<file path="config.mk">
export PLATFORM = sky130hd
export DESIGN_NAME = blit_region_clipper_flat
export DESIGN_NICKNAME = d
export VERILOG_FILES = /design/src/design/brc_pkg.sv /design/src/design/brc_in_if.sv /design/src/design/brc_out_if.sv /design/src/design/brc_cfg_if.sv /design/src/design/brc_prep.sv /design/src/design/brc_clip.sv /design/src/design/brc_flip.sv /design/src/design/blit_region_clipper.sv /design/src/flat_wrapper.sv
export VERILOG_INCLUDE_DIRS = /design/src /design/src/design
export SDC_FILE = /design/constraint.sdc
export NUM_CORES = 1
export LEC_CHECK = 0
export BUFFER_PORTS_ARGS = -buffer_cell sky130_fd_sc_hd__buf_4
export CAP_MARGIN = 10
export CORE_UTILIZATION = 55
export DETAILED_ROUTE_END_ITERATION = 7
export GPL_ROUTABILITY_DRIVEN = 1
export PLACE_DENSITY = 0.74
export SYNTH_ARGS = -nofsm -noshare
export SYNTH_HDL_FRONTEND = slang
export SYNTH_SLANG_ARGS = --single-unit
</file>
<file path="constraint.sdc">
create_clock -name clk -period 20.8 [get_ports clk]
set_input_delay 2.08 -clock clk [delete_from_list [all_inputs] [get_ports clk]]
set_output_delay 2.08 -clock clk [all_outputs]
set_load 0.01 [all_outputs]
</file>
<file path="src/design/blit_region_clipper_assert.svh">
`ifndef BLIT_REGION_CLIPPER_ASSERT_SVH
`define BLIT_REGION_CLIPPER_ASSERT_SVH

// same-cycle implication, checked out of reset
`define BRC_ASSERT_NOW(label, clk, rst_n, pre, post, msg) \
  label: assert property (@(posedge clk) disable iff (!rst_n) (pre) |-> (post)) \
    else $error(msg);

// next-cycle implication, checked out of reset
`define BRC_ASSERT_NEXT(label, clk, rst_n, pre, post, msg) \
  label: assert property (@(posedge clk) disable iff (!rst_n) (pre) |=> (post)) \
    else $error(msg);

`endif

</file>
<file path="src/design/brc_pkg.sv">
package brc_pkg;

  // largest frame or rectangle dimension
  localparam int MAX_DIM = 8192;
  localparam int DIM_W   = 14;
  localparam int POS_W   = 13;
  localparam int COORD_W = 16;
  localparam int CFG_IDX_W = 3;

  // register indexes
  localparam logic [CFG_IDX_W-1:0] CFG_STITCH   = 3'd0;
  localparam logic [CFG_IDX_W-1:0] CFG_IN_WIDTH  = 3'd1;
  localparam logic [CFG_IDX_W-1:0] CFG_IN_HEIGHT = 3'd2;
  localparam logic [CFG_IDX_W-1:0] CFG_OUT_WIDTH  = 3'd3;
  localparam logic [CFG_IDX_W-1:0] CFG_OUT_HEIGHT = 3'd4;

  // reset frame size
  localparam logic [DIM_W-1:0] RST_WIDTH  = 14'd1920;
  localparam logic [DIM_W-1:0] RST_HEIGHT = 14'd1080;

  // one incoming rectangle pair
  typedef struct packed {
    logic signed [DIM_W-1:0] src_left;
    logic signed [DIM_W-1:0] src_top;
    logic [DIM_W-1:0]        src_width;
    logic [DIM_W-1:0]        src_height;
    logic [POS_W-1:0]        dst_left;
    logic [POS_W-1:0]        dst_top;
    logic [DIM_W-1:0]        dst_width;
    logic [DIM_W-1:0]        dst_height;
  } item_t;

  // active configuration, dimensions already saturated
  typedef struct packed {
    logic             keep;
    logic [DIM_W-1:0] iw;
    logic [DIM_W-1:0] ih;
    logic [DIM_W-1:0] ow;
    logic [DIM_W-1:0] oh;
  } cfg_t;

  // stage 1: saturated sizes, clipped origin, far edges
  typedef struct packed {
    logic signed [DIM_W-1:0]   sl;
    logic signed [DIM_W-1:0]   st;
    logic [POS_W-1:0]          cl;
    logic [POS_W-1:0]          ct;
    logic [DIM_W-1:0]          sw;
    logic [DIM_W-1:0]          sh;
    logic [DIM_W-1:0]          dw;
    logic [DIM_W-1:0]          dh;
    logic [POS_W-1:0]          dl;
    logic [POS_W-1:0]          dt;
    logic signed [COORD_W-1:0] se;
    logic signed [COORD_W-1:0] te;
    logic signed [COORD_W-1:0] od;
    logic signed [COORD_W-1:0] odv;
  } prep_t;

  // stage 2: clipped source extent
  typedef struct packed {
    logic signed [DIM_W-1:0]   sl;
    logic signed [DIM_W-1:0]   st;
    logic [POS_W-1:0]          cl;
    logic [POS_W-1:0]          ct;
    logic [DIM_W-1:0]          sw;
    logic [DIM_W-1:0]          sh;
    logic [DIM_W-1:0]          dw;
    logic [DIM_W-1:0]          dh;
    logic [POS_W-1:0]          dl;
    logic [POS_W-1:0]          dt;
    logic signed [COORD_W-1:0] w;
    logic signed [COORD_W-1:0] h;
    logic signed [COORD_W-1:0] od;
    logic signed [COORD_W-1:0] odv;
  } span_t;

  // stage 3: final rectangles in top-down form
  typedef struct packed {
    logic                      ok;
    logic signed [COORD_W-1:0] x0;
    logic signed [DIM_W-1:0]   top;
    logic [DIM_W-1:0]          sw;
    logic [DIM_W-1:0]          sh;
    logic [POS_W-1:0]          dl;
    logic [POS_W-1:0]          dt;
    logic [DIM_W-1:0]          dw;
    logic [DIM_W-1:0]          dh;
  } rect_t;

  // result word
  typedef struct packed {
    logic signed [COORD_W-1:0] src_x0;
    logic signed [COORD_W-1:0] src_y0;
    logic signed [COORD_W-1:0] src_x1;
    logic signed [COORD_W-1:0] src_y1;
    logic signed [COORD_W-1:0] dst_x0;
    logic signed [COORD_W-1:0] dst_y0;
    logic signed [COORD_W-1:0] dst_x1;
    logic signed [COORD_W-1:0] dst_y1;
    logic                      ok;
  } res_t;

  // saturate a dimension to the largest frame size
  function automatic logic [DIM_W-1:0] dim_sat(input logic [DIM_W-1:0] v);
    return (v > DIM_W'(MAX_DIM)) ? DIM_W'(MAX_DIM) : v;
  endfunction

  // signed minimum
  function automatic logic signed [COORD_W-1:0] smin(input logic signed [COORD_W-1:0] a,
                                                     input logic signed [COORD_W-1:0] b);
    return (a < b) ? a : b;
  endfunction

endpackage

</file>
<file path="src/design/brc_in_if.sv">
interface brc_in_if;
  logic               valid;
  logic               ready;
  logic signed [13:0] src_left;
  logic signed [13:0] src_top;
  logic [13:0]        src_width;
  logic [13:0]        src_height;
  logic [12:0]        dst_left;
  logic [12:0]        dst_top;
  logic [13:0]        dst_width;
  logic [13:0]        dst_height;

  modport source (output valid, src_left, src_top, src_width, src_height,
                  dst_left, dst_top, dst_width, dst_height, input ready);
  modport sink (input valid, src_left, src_top, src_width, src_height,
                dst_left, dst_top, dst_width, dst_height, output ready);
endinterface

</file>
<file path="src/design/brc_out_if.sv">
interface brc_out_if;
  logic               valid;
  logic               ready;
  logic signed [15:0] blit_src_x0;
  logic signed [15:0] blit_src_y0;
  logic signed [15:0] blit_src_x1;
  logic signed [15:0] blit_src_y1;
  logic signed [15:0] blit_dst_x0;
  logic signed [15:0] blit_dst_y0;
  logic signed [15:0] blit_dst_x1;
  logic signed [15:0] blit_dst_y1;
  logic               blit_valid;

  modport source (output valid, blit_src_x0, blit_src_y0, blit_src_x1, blit_src_y1,
                  blit_dst_x0, blit_dst_y0, blit_dst_x1, blit_dst_y1, blit_valid,
                  input ready);
  modport sink (input valid, blit_src_x0, blit_src_y0, blit_src_x1, blit_src_y1,
                blit_dst_x0, blit_dst_y0, blit_dst_x1, blit_dst_y1, blit_valid,
                output ready);
endinterface

</file>
<file path="src/design/brc_cfg_if.sv">
interface brc_cfg_if;
  logic        valid;
  logic        ready;
  logic [2:0]  index;
  logic [13:0] data;

  modport source (output valid, index, data, input ready);
  modport sink (input valid, index, data, output ready);
endinterface

</file>
<file path="src/design/brc_prep.sv">
module brc_prep (
  input  logic           clk,
  input  logic           rst_n,
  input  logic           adv,
  input  logic           in_vld,
  input  brc_pkg::item_t in_item,
  input  brc_pkg::cfg_t  cfg,
  output logic           vld_r,
  output brc_pkg::prep_t prep_r
);
  import brc_pkg::*;

  prep_t prep_nxt;

  // saturate sizes, clamp origin to the frame, form far edges
  always_comb begin
    prep_nxt.sl  = in_item.src_left;
    prep_nxt.st  = in_item.src_top;
    prep_nxt.cl  = in_item.src_left[DIM_W-1] ? '0 : in_item.src_left[POS_W-1:0];
    prep_nxt.ct  = in_item.src_top[DIM_W-1] ? '0 : in_item.src_top[POS_W-1:0];
    prep_nxt.sw  = dim_sat(in_item.src_width);
    prep_nxt.sh  = dim_sat(in_item.src_height);
    prep_nxt.dw  = dim_sat(in_item.dst_width);
    prep_nxt.dh  = dim_sat(in_item.dst_height);
    prep_nxt.dl  = in_item.dst_left;
    prep_nxt.dt  = in_item.dst_top;
    prep_nxt.se  = $signed({{2{in_item.src_left[DIM_W-1]}}, in_item.src_left})
                 + $signed({2'b00, prep_nxt.sw});
    prep_nxt.te  = $signed({{2{in_item.src_top[DIM_W-1]}}, in_item.src_top})
                 + $signed({2'b00, prep_nxt.sh});
    // room left in the output frame right of and below the anchor
    prep_nxt.od  = $signed({2'b00, cfg.ow}) - $signed({3'b000, in_item.dst_left});
    prep_nxt.odv = $signed({2'b00, cfg.oh}) - $signed({3'b000, in_item.dst_top});
  end

  always_ff @(posedge clk) begin
    if (!rst_n) begin
      vld_r <= 1'b0;
    end else if (adv) begin
      vld_r <= in_vld;
    end
  end

  always_ff @(posedge clk) begin
    if (adv) begin
      prep_r <= prep_nxt;
    end
  end

endmodule

</file>
<file path="src/design/brc_clip.sv">
module brc_clip (
  input  logic           clk,
  input  logic           rst_n,
  input  logic           adv,
  input  logic           in_vld,
  input  brc_pkg::prep_t prep,
  input  brc_pkg::cfg_t  cfg,
  output logic           vld_r,
  output brc_pkg::rect_t rect_r
);
  import brc_pkg::*;

  span_t span_nxt, span_r;
  rect_t rect_nxt;
  logic  span_vld_r;
  logic signed [COORD_W-1:0] fw, fh;

  // clip the source to the input frame
  always_comb begin
    span_nxt.sl  = prep.sl;
    span_nxt.st  = prep.st;
    span_nxt.cl  = prep.cl;
    span_nxt.ct  = prep.ct;
    span_nxt.sw  = prep.sw;
    span_nxt.sh  = prep.sh;
    span_nxt.dw  = prep.dw;
    span_nxt.dh  = prep.dh;
    span_nxt.dl  = prep.dl;
    span_nxt.dt  = prep.dt;
    span_nxt.od  = prep.od;
    span_nxt.odv = prep.odv;
    span_nxt.w   = smin(prep.se, $signed({2'b00, cfg.iw})) - $signed({3'b000, prep.cl});
    span_nxt.h   = smin(prep.te, $signed({2'b00, cfg.ih})) - $signed({3'b000, prep.ct});
  end

  // in keep-size mode clip to the target and to the output frame; pick the mode
  always_comb begin
    fw = smin(smin(span_r.w, $signed({2'b00, span_r.dw})), span_r.od);
    fh = smin(smin(span_r.h, $signed({2'b00, span_r.dh})), span_r.odv);
    rect_nxt.dl = span_r.dl;
    rect_nxt.dt = span_r.dt;
    if (cfg.keep) begin
      rect_nxt.ok  = (fw > 16'sd0) && (fh > 16'sd0);
      rect_nxt.x0  = $signed({3'b000, span_r.cl});
      rect_nxt.top = $signed({1'b0, span_r.ct});
      rect_nxt.sw  = fw[DIM_W-1:0];
      rect_nxt.sh  = fh[DIM_W-1:0];
      rect_nxt.dw  = fw[DIM_W-1:0];
      rect_nxt.dh  = fh[DIM_W-1:0];
    end else begin
      rect_nxt.ok  = (|span_r.sw) && (|span_r.sh) && (|span_r.dw) && (|span_r.dh);
      rect_nxt.x0  = $signed({{2{span_r.sl[DIM_W-1]}}, span_r.sl});
      rect_nxt.top = span_r.st;
      rect_nxt.sw  = span_r.sw;
      rect_nxt.sh  = span_r.sh;
      rect_nxt.dw  = span_r.dw;
      rect_nxt.dh  = span_r.dh;
    end
  end

  always_ff @(posedge clk) begin
    if (!rst_n) begin
      span_vld_r <= 1'b0;
      vld_r      <= 1'b0;
    end else if (adv) begin
      span_vld_r <= in_vld;
      vld_r      <= span_vld_r;
    end
  end

  always_ff @(posedge clk) begin
    if (adv) begin
      span_r <= span_nxt;
      rect_r <= rect_nxt;
    end
  end

endmodule

</file>
<file path="src/design/brc_flip.sv">
module brc_flip (
  input  logic           clk,
  input  logic           rst_n,
  input  logic           adv,
  input  logic           in_vld,
  input  brc_pkg::rect_t rect,
  input  brc_pkg::cfg_t  cfg,
  output logic           vld_r,
  output brc_pkg::res_t  res_r
);
  import brc_pkg::*;

  res_t res_nxt;
  logic signed [COORD_W-1:0] top_x, bot_s, bot_d, dl_x, dt_x, ih_x, oh_x;

  // right edges and bottom-up y, zero for a skipped blit
  always_comb begin
    top_x = $signed({{2{rect.top[DIM_W-1]}}, rect.top});
    bot_s = top_x + $signed({2'b00, rect.sh});
    dl_x  = $signed({3'b000, rect.dl});
    dt_x  = $signed({3'b000, rect.dt});
    bot_d = dt_x + $signed({2'b00, rect.dh});
    ih_x  = $signed({2'b00, cfg.ih});
    oh_x  = $signed({2'b00, cfg.oh});
    res_nxt = '0;
    if (rect.ok) begin
      res_nxt.ok     = 1'b1;
      res_nxt.src_x0 = rect.x0;
      res_nxt.src_x1 = rect.x0 + $signed({2'b00, rect.sw});
      res_nxt.src_y0 = ih_x - bot_s;
      res_nxt.src_y1 = ih_x - top_x;
      res_nxt.dst_x0 = dl_x;
      res_nxt.dst_x1 = dl_x + $signed({2'b00, rect.dw});
      res_nxt.dst_y0 = oh_x - bot_d;
      res_nxt.dst_y1 = oh_x - dt_x;
    end
  end

  always_ff @(posedge clk) begin
    if (!rst_n) begin
      vld_r <= 1'b0;
    end else if (adv) begin
      vld_r <= in_vld;
    end
  end

  always_ff @(posedge clk) begin
    if (adv) begin
      res_r <= res_nxt;
    end
  end

endmodule

</file>
<file path="src/design/blit_region_clipper.sv">
// Blit region clipper: turns one source/target rectangle pair per word into the
// coordinates of a 2D copy, either passing both rectangles through for a scaled
// copy or, in keep-size mode, clipping the source to the input frame and placing
// it at the target's top-left corner clipped to target and output frame. Y comes
// out bottom-up. A new word is taken every cycle unless the result side stalls;
// each word passes prepare, frame clip, target clip and y flip into the output
// register; a result-side stall holds the whole pipeline in place. Configuration
// writes are taken at once and must only come while the block is empty.
`include "blit_region_clipper_assert.svh"

module blit_region_clipper (
  input  logic clk,
  input  logic rst_n,
  brc_in_if.sink    in_chan,
  brc_out_if.source out_chan,
  brc_cfg_if.sink   cfg_chan
);
  import brc_pkg::*;

  cfg_t  cfg_r;
  item_t item;
  prep_t prep;
  rect_t rect;
  res_t  res;
  logic  adv, prep_vld, rect_vld, out_vld;

  // configuration registers, dimensions saturated on write
  assign cfg_chan.ready = 1'b1;

  always_ff @(posedge clk) begin
    if (!rst_n) begin
      cfg_r.keep <= 1'b0;
      cfg_r.iw   <= RST_WIDTH;
      cfg_r.ih   <= RST_HEIGHT;
      cfg_r.ow   <= RST_WIDTH;
      cfg_r.oh   <= RST_HEIGHT;
    end else if (cfg_chan.valid) begin
      unique case (cfg_chan.index)
        CFG_STITCH:     cfg_r.keep <= cfg_chan.data[0];
        CFG_IN_WIDTH:   cfg_r.iw   <= dim_sat(cfg_chan.data);
        CFG_IN_HEIGHT:  cfg_r.ih   <= dim_sat(cfg_chan.data);
        CFG_OUT_WIDTH:  cfg_r.ow   <= dim_sat(cfg_chan.data);
        CFG_OUT_HEIGHT: cfg_r.oh   <= dim_sat(cfg_chan.data);
        default: ;
      endcase
    end
  end

  // pipeline moves whenever the output register is free or being taken
  assign adv           = !out_vld || out_chan.ready;
  assign in_chan.ready = adv;

  assign item.src_left   = in_chan.src_left;
  assign item.src_top    = in_chan.src_top;
  assign item.src_width  = in_chan.src_width;
  assign item.src_height = in_chan.src_height;
  assign item.dst_left   = in_chan.dst_left;
  assign item.dst_top    = in_chan.dst_top;
  assign item.dst_width  = in_chan.dst_width;
  assign item.dst_height = in_chan.dst_height;

  brc_prep u_prep (
    .clk     (clk),
    .rst_n   (rst_n),
    .adv     (adv),
    .in_vld  (in_chan.valid),
    .in_item (item),
    .cfg     (cfg_r),
    .vld_r   (prep_vld),
    .prep_r  (prep)
  );

  brc_clip u_clip (
    .clk    (clk),
    .rst_n  (rst_n),
    .adv    (adv),
    .in_vld (prep_vld),
    .prep   (prep),
    .cfg    (cfg_r),
    .vld_r  (rect_vld),
    .rect_r (rect)
  );

  brc_flip u_flip (
    .clk    (clk),
    .rst_n  (rst_n),
    .adv    (adv),
    .in_vld (rect_vld),
    .rect   (rect),
    .cfg    (cfg_r),
    .vld_r  (out_vld),
    .res_r  (res)
  );

  // result word
  assign out_chan.valid       = out_vld;
  assign out_chan.blit_src_x0 = res.src_x0;
  assign out_chan.blit_src_y0 = res.src_y0;
  assign out_chan.blit_src_x1 = res.src_x1;
  assign out_chan.blit_src_y1 = res.src_y1;
  assign out_chan.blit_dst_x0 = res.dst_x0;
  assign out_chan.blit_dst_y0 = res.dst_y0;
  assign out_chan.blit_dst_x1 = res.dst_x1;
  assign out_chan.blit_dst_y1 = res.dst_y1;
  assign out_chan.blit_valid  = res.ok;

  // checks
  `BRC_ASSERT_NOW(a_skip_zero, clk, rst_n, out_vld && !res.ok,
    res.src_x0 == 16'sd0 && res.src_x1 == 16'sd0 && res.dst_x0 == 16'sd0 && res.dst_y1 == 16'sd0,
    "skipped blit carries nonzero coordinates")
  `BRC_ASSERT_NOW(a_dst_nonempty, clk, rst_n, out_vld && res.ok,
    res.dst_x1 > res.dst_x0 && res.dst_y1 > res.dst_y0,
    "valid blit has an empty destination")
  `BRC_ASSERT_NEXT(a_accept_enters, clk, rst_n, in_chan.valid && in_chan.ready, prep_vld,
    "accepted word did not enter the pipeline")
  `BRC_ASSERT_NEXT(a_last_stage_moves, clk, rst_n, rect_vld && adv, out_vld,
    "word lost between clip and output stage")

endmodule
</file>
<file path="src/flat_wrapper.sv">
// flat-port wrapper written by rule: the top's interface ports become plain ports
module blit_region_clipper_flat import brc_pkg::*;
  (clk, rst_n, in_chan_valid, in_chan_src_left, in_chan_src_top, in_chan_src_width, in_chan_src_height, in_chan_dst_left, in_chan_dst_top, in_chan_dst_width, in_chan_dst_height, in_chan_ready, out_chan_valid, out_chan_blit_src_x0, out_chan_blit_src_y0, out_chan_blit_src_x1, out_chan_blit_src_y1, out_chan_blit_dst_x0, out_chan_blit_dst_y0, out_chan_blit_dst_x1, out_chan_blit_dst_y1, out_chan_blit_valid, out_chan_ready, cfg_chan_valid, cfg_chan_index, cfg_chan_data, cfg_chan_ready);
  brc_in_if in_chan_i ();
  brc_out_if out_chan_i ();
  brc_cfg_if cfg_chan_i ();
  input  logic clk;
  input  logic rst_n;
  input wire logic [$bits(in_chan_i.valid)-1:0] in_chan_valid;
  input wire logic [$bits(in_chan_i.src_left)-1:0] in_chan_src_left;
  input wire logic [$bits(in_chan_i.src_top)-1:0] in_chan_src_top;
  input wire logic [$bits(in_chan_i.src_width)-1:0] in_chan_src_width;
  input wire logic [$bits(in_chan_i.src_height)-1:0] in_chan_src_height;
  input wire logic [$bits(in_chan_i.dst_left)-1:0] in_chan_dst_left;
  input wire logic [$bits(in_chan_i.dst_top)-1:0] in_chan_dst_top;
  input wire logic [$bits(in_chan_i.dst_width)-1:0] in_chan_dst_width;
  input wire logic [$bits(in_chan_i.dst_height)-1:0] in_chan_dst_height;
  output wire logic [$bits(in_chan_i.ready)-1:0] in_chan_ready;
  output wire logic [$bits(out_chan_i.valid)-1:0] out_chan_valid;
  output wire logic [$bits(out_chan_i.blit_src_x0)-1:0] out_chan_blit_src_x0;
  output wire logic [$bits(out_chan_i.blit_src_y0)-1:0] out_chan_blit_src_y0;
  output wire logic [$bits(out_chan_i.blit_src_x1)-1:0] out_chan_blit_src_x1;
  output wire logic [$bits(out_chan_i.blit_src_y1)-1:0] out_chan_blit_src_y1;
  output wire logic [$bits(out_chan_i.blit_dst_x0)-1:0] out_chan_blit_dst_x0;
  output wire logic [$bits(out_chan_i.blit_dst_y0)-1:0] out_chan_blit_dst_y0;
  output wire logic [$bits(out_chan_i.blit_dst_x1)-1:0] out_chan_blit_dst_x1;
  output wire logic [$bits(out_chan_i.blit_dst_y1)-1:0] out_chan_blit_dst_y1;
  output wire logic [$bits(out_chan_i.blit_valid)-1:0] out_chan_blit_valid;
  input wire logic [$bits(out_chan_i.ready)-1:0] out_chan_ready;
  input wire logic [$bits(cfg_chan_i.valid)-1:0] cfg_chan_valid;
  input wire logic [$bits(cfg_chan_i.index)-1:0] cfg_chan_index;
  input wire logic [$bits(cfg_chan_i.data)-1:0] cfg_chan_data;
  output wire logic [$bits(cfg_chan_i.ready)-1:0] cfg_chan_ready;
  assign in_chan_i.valid = in_chan_valid;
  assign in_chan_i.src_left = in_chan_src_left;
  assign in_chan_i.src_top = in_chan_src_top;
  assign in_chan_i.src_width = in_chan_src_width;
  assign in_chan_i.src_height = in_chan_src_height;
  assign in_chan_i.dst_left = in_chan_dst_left;
  assign in_chan_i.dst_top = in_chan_dst_top;
  assign in_chan_i.dst_width = in_chan_dst_width;
  assign in_chan_i.dst_height = in_chan_dst_height;
  assign in_chan_ready = in_chan_i.ready;
  assign out_chan_valid = out_chan_i.valid;
  assign out_chan_blit_src_x0 = out_chan_i.blit_src_x0;
  assign out_chan_blit_src_y0 = out_chan_i.blit_src_y0;
  assign out_chan_blit_src_x1 = out_chan_i.blit_src_x1;
  assign out_chan_blit_src_y1 = out_chan_i.blit_src_y1;
  assign out_chan_blit_dst_x0 = out_chan_i.blit_dst_x0;
  assign out_chan_blit_dst_y0 = out_chan_i.blit_dst_y0;
  assign out_chan_blit_dst_x1 = out_chan_i.blit_dst_x1;
  assign out_chan_blit_dst_y1 = out_chan_i.blit_dst_y1;
  assign out_chan_blit_valid = out_chan_i.blit_valid;
  assign out_chan_i.ready = out_chan_ready;
  assign cfg_chan_i.valid = cfg_chan_valid;
  assign cfg_chan_i.index = cfg_chan_index;
  assign cfg_chan_i.data = cfg_chan_data;
  assign cfg_chan_ready = cfg_chan_i.ready;
  blit_region_clipper u_core (.clk(clk), .rst_n(rst_n), .in_chan(in_chan_i), .out_chan(out_chan_i), .cfg_chan(cfg_chan_i));
endmodule
</file>
# Word-level counts from Yosys, hierarchy flattened

Cells that the tools add are included.

Register bits: 697
Latch bits: 0
Bits in writable memories: 0
ROM bits: 0
Input port bits: 132
Output and inout bits: 132
Word-level logic and storage cells: 117
Memories: 0

Add/subtract/negate cells: 14
$mul: 0
Divide/modulo/power cells: 0
$lt $le $gt $ge: 13
Equal/unequal tests: 4
Shift-type cells: 0
Muxes and demuxes: 12
Bitwise logic cells: 0
Reduce and logical (&&, ||, !) cells: 16

Operators with widths:

| cell                                                                  | number |
|---|---|
| 16-bit 2-to-1 mux                                                     | 6 |
| 14-bit > comparator, second input constant                            | 5 |
| 14-bit by 15-bit adder with 16-bit output                             | 4 |
| 16-bit by 15-bit less-than comparator with 1-bit output               | 4 |
| 59-bit 2-to-1 mux                                                     | 1 |
| 14-bit OR reduction                                                   | 4 |
| 14-bit by 13-bit subtractor with 15-bit output                        | 3 |
| 14-bit 2-to-1 mux                                                     | 3 |
| 16-bit by 1-bit > comparator with 1-bit output, second input constant | 2 |
| 16-bit less-than comparator                                           | 2 |
| 16-bit by 14-bit subtractor with 16-bit output                        | 2 |
| 13-bit by 14-bit adder with 15-bit output                             | 2 |
| 28-bit 2-to-1 mux                                                     | 1 |
| 14-bit by 15-bit subtractor with 16-bit output                        | 1 |
| 15-bit by 14-bit subtractor with 16-bit output                        | 1 |
| 15-bit by 16-bit subtractor with 16-bit output                        | 1 |
| 2-bit AND reduction                                                   | 5 |
| 3-bit by 2-bit == test with 1-bit output, second input constant       | 2 |
| 1-bit logical AND                                                     | 4 |
| 3-bit by 1-bit == test with 1-bit output, second input constant       | 1 |
| 3-bit == test, second input constant                                  | 1 |
| 3-bit zero test                                                       | 1 |
| 1-bit zero test                                                       | 1 |
| 1-bit logical OR                                                      | 1 |
| 1-bit 2-to-1 mux                                                      | 1 |

# Depth between registers and ports, before layout

Gate-level depths: netlist of run 1.

Depth after elaboration: 7
Mapped depth: 23
Depth with buffers taken out: 21

# Cells and area by module

Synthesis of run 1 repeated with hierarchy kept, for this count alone.

Cell total of the unflattened synthesis: 2905
Area total of the unflattened synthesis: 35957.0 um2

By module, submodules not included:

| module              | times used | cells each | area an instance (um2) | sequential area each (um2) |
|---|---|---|---|---|
| brc_clip            | 1          | 1094       | 15202.1                | 9379.0 |
| brc_prep            | 1          | 693        | 9359.0                 | 5965.7 |
| brc_flip            | 1          | 876        | 9093.7                 | 3743.6 |
| blit_region_clipper | 1          | 242        | 2302.2                 | 1141.1 |

# Worst setup path after synthesis of run 1

No wires, ideal clock.

Kind: in2out
From: in out_chan_ready
To: out in_chan_ready
Arrival time: 14.409 ns
Data required time: 18.720 ns
Path slack: 4.311 ns
Stages: 3
Path buffers: 1
Path through: nor2b_1 -> clkbuf_1 -> inv_1

Longest elaborated chain between the ends: 1

RTL lines:

| item               | RTL line                  | source |
|---|---|---|
| start: declaration | flat_wrapper.sv:29        | `input wire logic [$bits(out_chan_i.ready)-1:0] out_chan_ready;` |
| 1-bit logical OR   | blit_region_clipper.sv:50 | `assign adv = !out_vld \|\| out_chan.ready;` |
| end: declaration   | flat_wrapper.sv:18        | `output wire logic [$bits(in_chan_i.ready)-1:0] in_chan_ready;` |

Every way passes these cells.

==> results_dict.tcl, run 1 <==
set metrics [dict create \
    status "completed" \
    rsz0062_at_grt "no" \
    drive_gt1_share_pct 14.9 \
    holdCritStartpoint "u_core.u_prep.prep_r[181]" \
    cp_slowest_cell "ha_1" \
    path_clk_slew_ns 0.06 \
    crit_chain "inv_1 > ha_1 > a21o_1 > a21o_1 > a21o_1 > a21o_1 > a211oi_1 > o21ai_0 > ha_1 > mux2_2 > ha_1 > a2111oi_0 > nand2_1 > o32ai_1 > mux2_1 > mux2i_1 > mux2i_1" \
    cts_setup_buffers 0 \
    synth_async_sr_flop_share_pct 0 \
    firstDrtPassIters 5 \
    fmax_mhz 176 \
    clockBufferDepth 3 \
    path_max_fanout 15 \
    syn_to_final_growth_pct 15.0 \
    syn_area_um2 35100 \
    grt_pass1_vias 23000 \
    grt_max_degree 164 \
    synth_flop_cell "edfxtp_1" \
    critPathLaunchType "flop" \
    syn_inst 2865 \
    cts-resized-gates 0 \
    report.final.hold_viol_count 0 \
    crit_type "flop to flop" \
    dpl.hpwl_um 63100 \
    cts_hold_buf 0 \
    placed_cells 3909 \
    p_per_area_nw_per_um2 108 \
    fin_nets 3566 \
    cpPeakStageDelay_ns 0.77 \
    finalWirelength_um 84800 \
    globalplace.congestion 0.906 \
    post_drt_wl_per_cell_um 21.0 \
    fin_cells 4044 \
    end_kind "flop" \
    hold_path.class "flop to flop" \
    crit_buf_inv 1 \
    placeableCoreArea_um2 63100 \
    cts-root-buf "clkbuf_16" \
    fin_crit_sh_pct 27.3 \
    fp.dieArea_um2 64900 \
    grt_pass1_wl_um 128000 \
    cpMostUsedCell "a21o_1" \
    avgViaCountPerCell 5.76 \
    cap_violations 0 \
    max-slew-margin-rel_pct 23.9 \
    overflow 0 \
    cp.arrival_ns 6.01 \
    gr-usage-all-layers_pct 26.1 \
    cts_max_level 3 \
    dr_total_vias 23300 \
    die-width_um 255 \
    drc 0 \
    ant_nets 0 \
    worstPathRequired_ns 21.13 \
    startpoint "u_core.u_clip.span_r[105]" \
    cp_top_family "compound AO/OA/AOI/OAI gates" \
    synth_edf_count 629 \
    antenna_cells 0 \
    r2r_start "u_core.u_clip.span_r[105]" \
    finClkSkew_ns 0.0244 \
    initial_core_util_pct 55.7 \
    p_leak_uw 0.0167 \
    ys_types 68 \
    finalCriticalPeriod_ns 5.68 \
    setup_viol 0 \
    cts_tree "done" \
    ir_drop_mv 0.0615 \
    ios 264 \
    drt_iter0_drc 1589 \
    fp-row-count 92 \
    final_max_slew_viol_count 0 \
    die_y_um 255 \
    ys_seq_area_share_pct 57.3 \
    io_buffers 258 \
    clock_latency_ns 0.62 \
    worstMarginPinSlew_ns 1.14 \
    yosys_warnings 0 \
    tns_ns 0 \
    clkSinkCount 690 \
    avgSynthCellArea_um2 12.3 \
    numCtsBuffers 74 \
    antenna_found_initial 4 \
    synth_seq_cells 690 \
]
metal layers:
layer | routed length (µm) | vias up | GRT usage, %
met4 | 2550 | 4 | 9.36
met2 | 38800 | 789 | 41.3
met1 | 38000 | 11400 | 36.8
met5 | 29 | - | 0
met3 | 5350 | 147 | 3.75
li1 | - | 11000 | -
power breakdown:
part | switching, µW | internal (µW)
Sequential | 113 | 1740
Clock | 531 | 812
Combinational | 635 | 514
final cells by class:
cell class	count	area, µm²
fillers	4732	22700
clock buffers	99	2150
well taps	846	1060
inverters	257	972
multi-input cells	1847	13700
flip-flops and latches	690	20100
repair buffers	269	2020
clock inverters	36	363
cell families after synthesis:
kind of cell / after synthesis / synth area share, %
buf+inv: 331 / 3.74
other cells: 2 / 0.0214
flops: 690 / 57.3
xor+xnor: 107 / 2.67
simple gates: 796 / 11.2
mux: 148 / 4.53
fa+ha+maj: 295 / 11.3
compound gates: 496 / 9.32
placed cells by master (no fill, tap or decap), types with 9 or more instances in the layout:
| cell type | instances |
|---|---|
| o211ai_1 | 40 |
| o21ai_1 | 11 |
| clkbuf_1 | 14 |
| a31oi_1 | 9 |
| a211oi_1 | 24 |
| a21boi_0 | 36 |
| a2111oi_0 | 18 |
| edfxtp_1 | 629 |
| nand3_1 | 48 |
| o21a_1 | 36 |
| ha_1 | 258 |
| a21o_1 | 22 |
| dfxtp_1 | 60 |
| nor3_1 | 70 |
| nor2b_1 | 122 |
| buf_4 | 269 |
| nand2b_1 | 28 |
| clkinv_1 | 9 |
| and3_1 | 14 |
| or3_1 | 30 |
| mux2_2 | 78 |
| mux2i_1 | 67 |
| and2_1 | 46 |
| xor2_1 | 34 |
| xnor2_1 | 73 |
| o21ai_0 | 114 |
| clkbuf_16 | 82 |
| clkinv_2 | 16 |
| a21oi_1 | 105 |
| nor2_1 | 175 |
| nor4_1 | 39 |
| inv_1 | 254 |
| fa_1 | 37 |
| o31a_1 | 11 |
| a41oi_1 | 11 |
| nand2_1 | 197 |
synth_stat cells, types with 46 or more instances:
master      n  area (µm²)
a21oi_1   105         526
and2_1     46         288
clkbuf_1   51         191
dfxtp_1    61        1220
edfxtp_1  629       18900
ha_1      258        3230
inv_1     256         961
mux2_2     78         878
mux2i_1    67         671
nand2_1   197         739
nand3_1    48         240
nor2_1    175         657
nor2b_1   122         763
nor3_1     70         350
o21ai_0   114         571
xnor2_1    73         639
path summary, 6_finish.rpt:
path,to,slack (ns),cells past startpoint
hold reg to reg,u_core.u_clip.span_r[181],0.41,0
setup / recovery,u_core.u_clip.rect_r[17],15.12,17
hold / removal,u_core.u_clip.span_r[181],0.41,0
setup reg to reg,u_core.u_clip.rect_r[17],15.12,17
per-stage QoR:
stage / total power (µW) / instance area, µm² / hold WS (ns) / utilization (%) / setup slack, ns
after CTS: 4360 / 40400 / 0.413 / 64.0 / 15.07
after global placement: 2980 / 37900 / 0.401 / 60.0 / 14.62
after global routing: 4550 / 40400 / 0.422 / 64.0 / 14.72
after floorplan: 2630 / 35100 / 0.400 / - / 4.31
final: 4350 / 40400 / 0.412 / 64.0 / 15.12
after detailed placement: 3010 / 37900 / 0.405 / 60.0 / 14.45
sequential cells by signal, summed over array words and instances, names as in the netlist:
| signal | count |
|---|---|
| u_core.u_flip.res_r | 122 |
| u_core.cfg_r | 57 |
| u_core.u_prep.prep_r | 198 |
| u_core.u_clip.span_r | 172 |
| u_core.u_clip.span_vld_r | 1 |
| u_core.u_clip.vld_r | 1 |
| u_core.u_clip.rect_nxt | 26 |
| u_core.u_prep.vld_r | 1 |
| u_core.u_clip.rect_r | 111 |
| u_core.u_flip.vld_r | 1 |
worst register-to-register path: cells and delay by family (launching register included):
family          cells  cell delay [ns]
buf+inv             1             0.10
fa+ha+maj           3             1.29
compound gates      8             1.76
simple gates        1             0.10
mux                 4             1.75
flops               1             0.41
Note: power is estimated with default switching activity, not from simulation.
==> run 2, diff against run 1 <==
--- a/config.mk
+++ b/config.mk
@@ -11,7 +11,7 @@
 export CORE_UTILIZATION = 55
 export DETAILED_ROUTE_END_ITERATION = 7
 export GPL_ROUTABILITY_DRIVEN = 1
-export PLACE_DENSITY = 0.74
+export PLACE_DENSITY = 0.77
 export SYNTH_ARGS = -nofsm -noshare
 export SYNTH_HDL_FRONTEND = slang
 export SYNTH_SLANG_ARGS = --single-unit
==> constraint.sdc (replaced) <==
create_clock -name clk -period 5.1 [get_ports clk]
set_input_delay 0.51 -clock clk [delete_from_list [all_inputs] [get_ports clk]]
set_output_delay 0.51 -clock clk [all_outputs]
set_load 0.01 [all_outputs]
==> results_dict.tcl, run 2 (synthesis results as in run 1) <==
set metrics [dict create \
    critPathLaunchType "flop" \
    fp-row-count 92 \
    path_clk_slew_ns 0.06 \
    path_max_fanout 10 \
    clock_latency_ns 0.62 \
    final.setup.worst_slack_ns 0.179 \
    final_max_slew_viol_count 0 \
    placeableCoreArea_um2 63100 \
    die_y_um 255 \
    hold_depth 1 \
    drive_gt1_share_pct 16.6 \
    cap_violations 0 \
    largest_register "u_core.u_prep.prep_r" \
    gr-usage-all-layers_pct 26.3 \
    status "completed" \
    placed_cell_area_um2 38200 \
    cts_max_level 3 \
    setup_viol 0 \
    clkSinkCount 690 \
    report.final.hold_viol_count 0 \
    top_regs "u_core.u_prep.prep_r x198, u_core.u_clip.span_r x172, u_core.u_flip.res_r x122" \
    holdWs_ns 0.0828 \
    final_common_cell "edfxtp_1" \
    rsz0062_at_grt "no" \
    drc 0 \
    globalplace.congestion 0.958 \
    power_uw 18300 \
    crit_type "flop to flop" \
    finalWirelength_um 86500 \
    clockBufferDepth 3 \
    firstDrtPassIters 5 \
    finClkSkew_ns 0.0241 \
    grt_pass1_wl_um 128000 \
    antenna_found_initial 3 \
    p_leak_uw 0.0169 \
    fmax_mhz 203 \
    ir_drop_mv 0.246 \
    ant_nets 0 \
    worstPathRequired_ns 5.41 \
    finalCriticalPeriod_ns 4.92 \
    max-slew-margin-rel_pct 14.9 \
    overflow 0 \
    cts_hold_buf 0 \
    dr_total_vias 23400 \
    initial_core_util_pct 55.7 \
    worstMarginPinSlew_ns 1.27 \
    avgViaCountPerCell 5.75 \
    utilization_pct 64.9 \
    dpl.hpwl_um 65100 \
    cts-root-buf "clkbuf_16" \
    worstRegToRegCells 20 \
    p_per_area_nw_per_um2 446 \
    preCtsSetupSlack_ns 0.119 \
    cts_tree "done" \
    cp.arrival_ns 5.23 \
    end_kind "flop" \
    fin_crit_sh_pct 96.5 \
    grt_max_degree 134 \
    fin_area_um2 41000 \
    hold_path.class "input pin to flop" \
    ios 264 \
    die-width_um 255 \
    syn_to_final_growth_pct 16.6 \
    grt_pass1_vias 22900 \
    io_buffers 258 \
    fin_nets 3603 \
    antenna_cells 0 \
    drt_iter0_drc 1680 \
    post_drt_wl_per_cell_um 21.2 \
    fp.dieArea_um2 64900 \
    numCtsBuffers 74 \
    layout_common_cells "edfxtp_1, buf_4, ha_1" \
    largest_reg_flops 198 \
]
## run 2: cell types whose count changed in the layout (fill, tap and decap cells not counted), sizes merged
cell    before  now
buf        269  306
clkbuf      99   92
bufinv       7   13
clkinv      26   24
inv        257  259
## run 2: cell type report
class                      count  area (µm²)
fill                        4669       22100
inverter                     257         968
sequential                   690       20100
clock buffer                  92        2070
timing repair buffer         306        2370
clock inverter                42         558
tap                          846        1060
multi-input combinational   1847       13800
## run 2: path summary, 6_finish.rpt
path,startpoint,end,slack [ns]
max,u_core.u_clip.span_r[105],u_core.u_clip.rect_r[26],0.18
min reg2reg,u_core.u_prep.prep_r[102],u_core.u_clip.span_r[102],0.41
min,in_chan_dst_left[4],u_core.u_prep.prep_r[81],0.08
max reg2reg,u_core.u_clip.span_r[105],u_core.u_clip.rect_r[26],0.18
## run 2: critical path, stage by stage (launching register included)
cell and delay, ns:
edfxtp_1 0.41, inv_1 0.11, ha_1 0.23, a21o_1 0.16
a21o_1 0.17, a21o_1 0.17, a21o_1 0.18, a211oi_2 0.25
o21ai_1 0.11, ha_1 0.40, buf_6 0.15, mux2_2 0.37
ha_1 0.30, and4_1 0.23, o211ai_1 0.09, a21oi_1 0.08
o32ai_2 0.28, mux2_2 0.39, buf_6 0.18, mux2i_2 0.23
mux2i_1 0.14
## run 2: per-layer routing
layer | track usage, % | up-vias | wire, µm
met4 | 8.26 | 0 | 2100
met1 | 36.6 | 11500 | 38100
met3 | 3.38 | 122 | 5620
met5 | 0 | - | 0
met2 | 43.1 | 785 | 40700
li1 | - | 11100 | -
## run 2: per-stage QoR
stage	setup TNS, ns	instances
2_1_floorplan	-3506.95	2868
3_3_place_gp	0	3938
3_5_place_dp	0	3938
4_1_cts	0	4072
5_1_grt	0	4080
6_report	0	4080
## run 2: timing repair
| action | in CTS | in global routing |
|---|---|---|
| setup buffers | 0 | 8 |
| setup endpoints to repair | 0 | 70 |
| gates resized for setup | 0 | 30 |
## run 2: power by group
group	internal, µW	leakage (µW)	switching (µW)
sequential	7100	0.00732	481
clock	3540	0.00129	2210
combinational	2300	0.00833	2630
total	12900	0.0169	5320
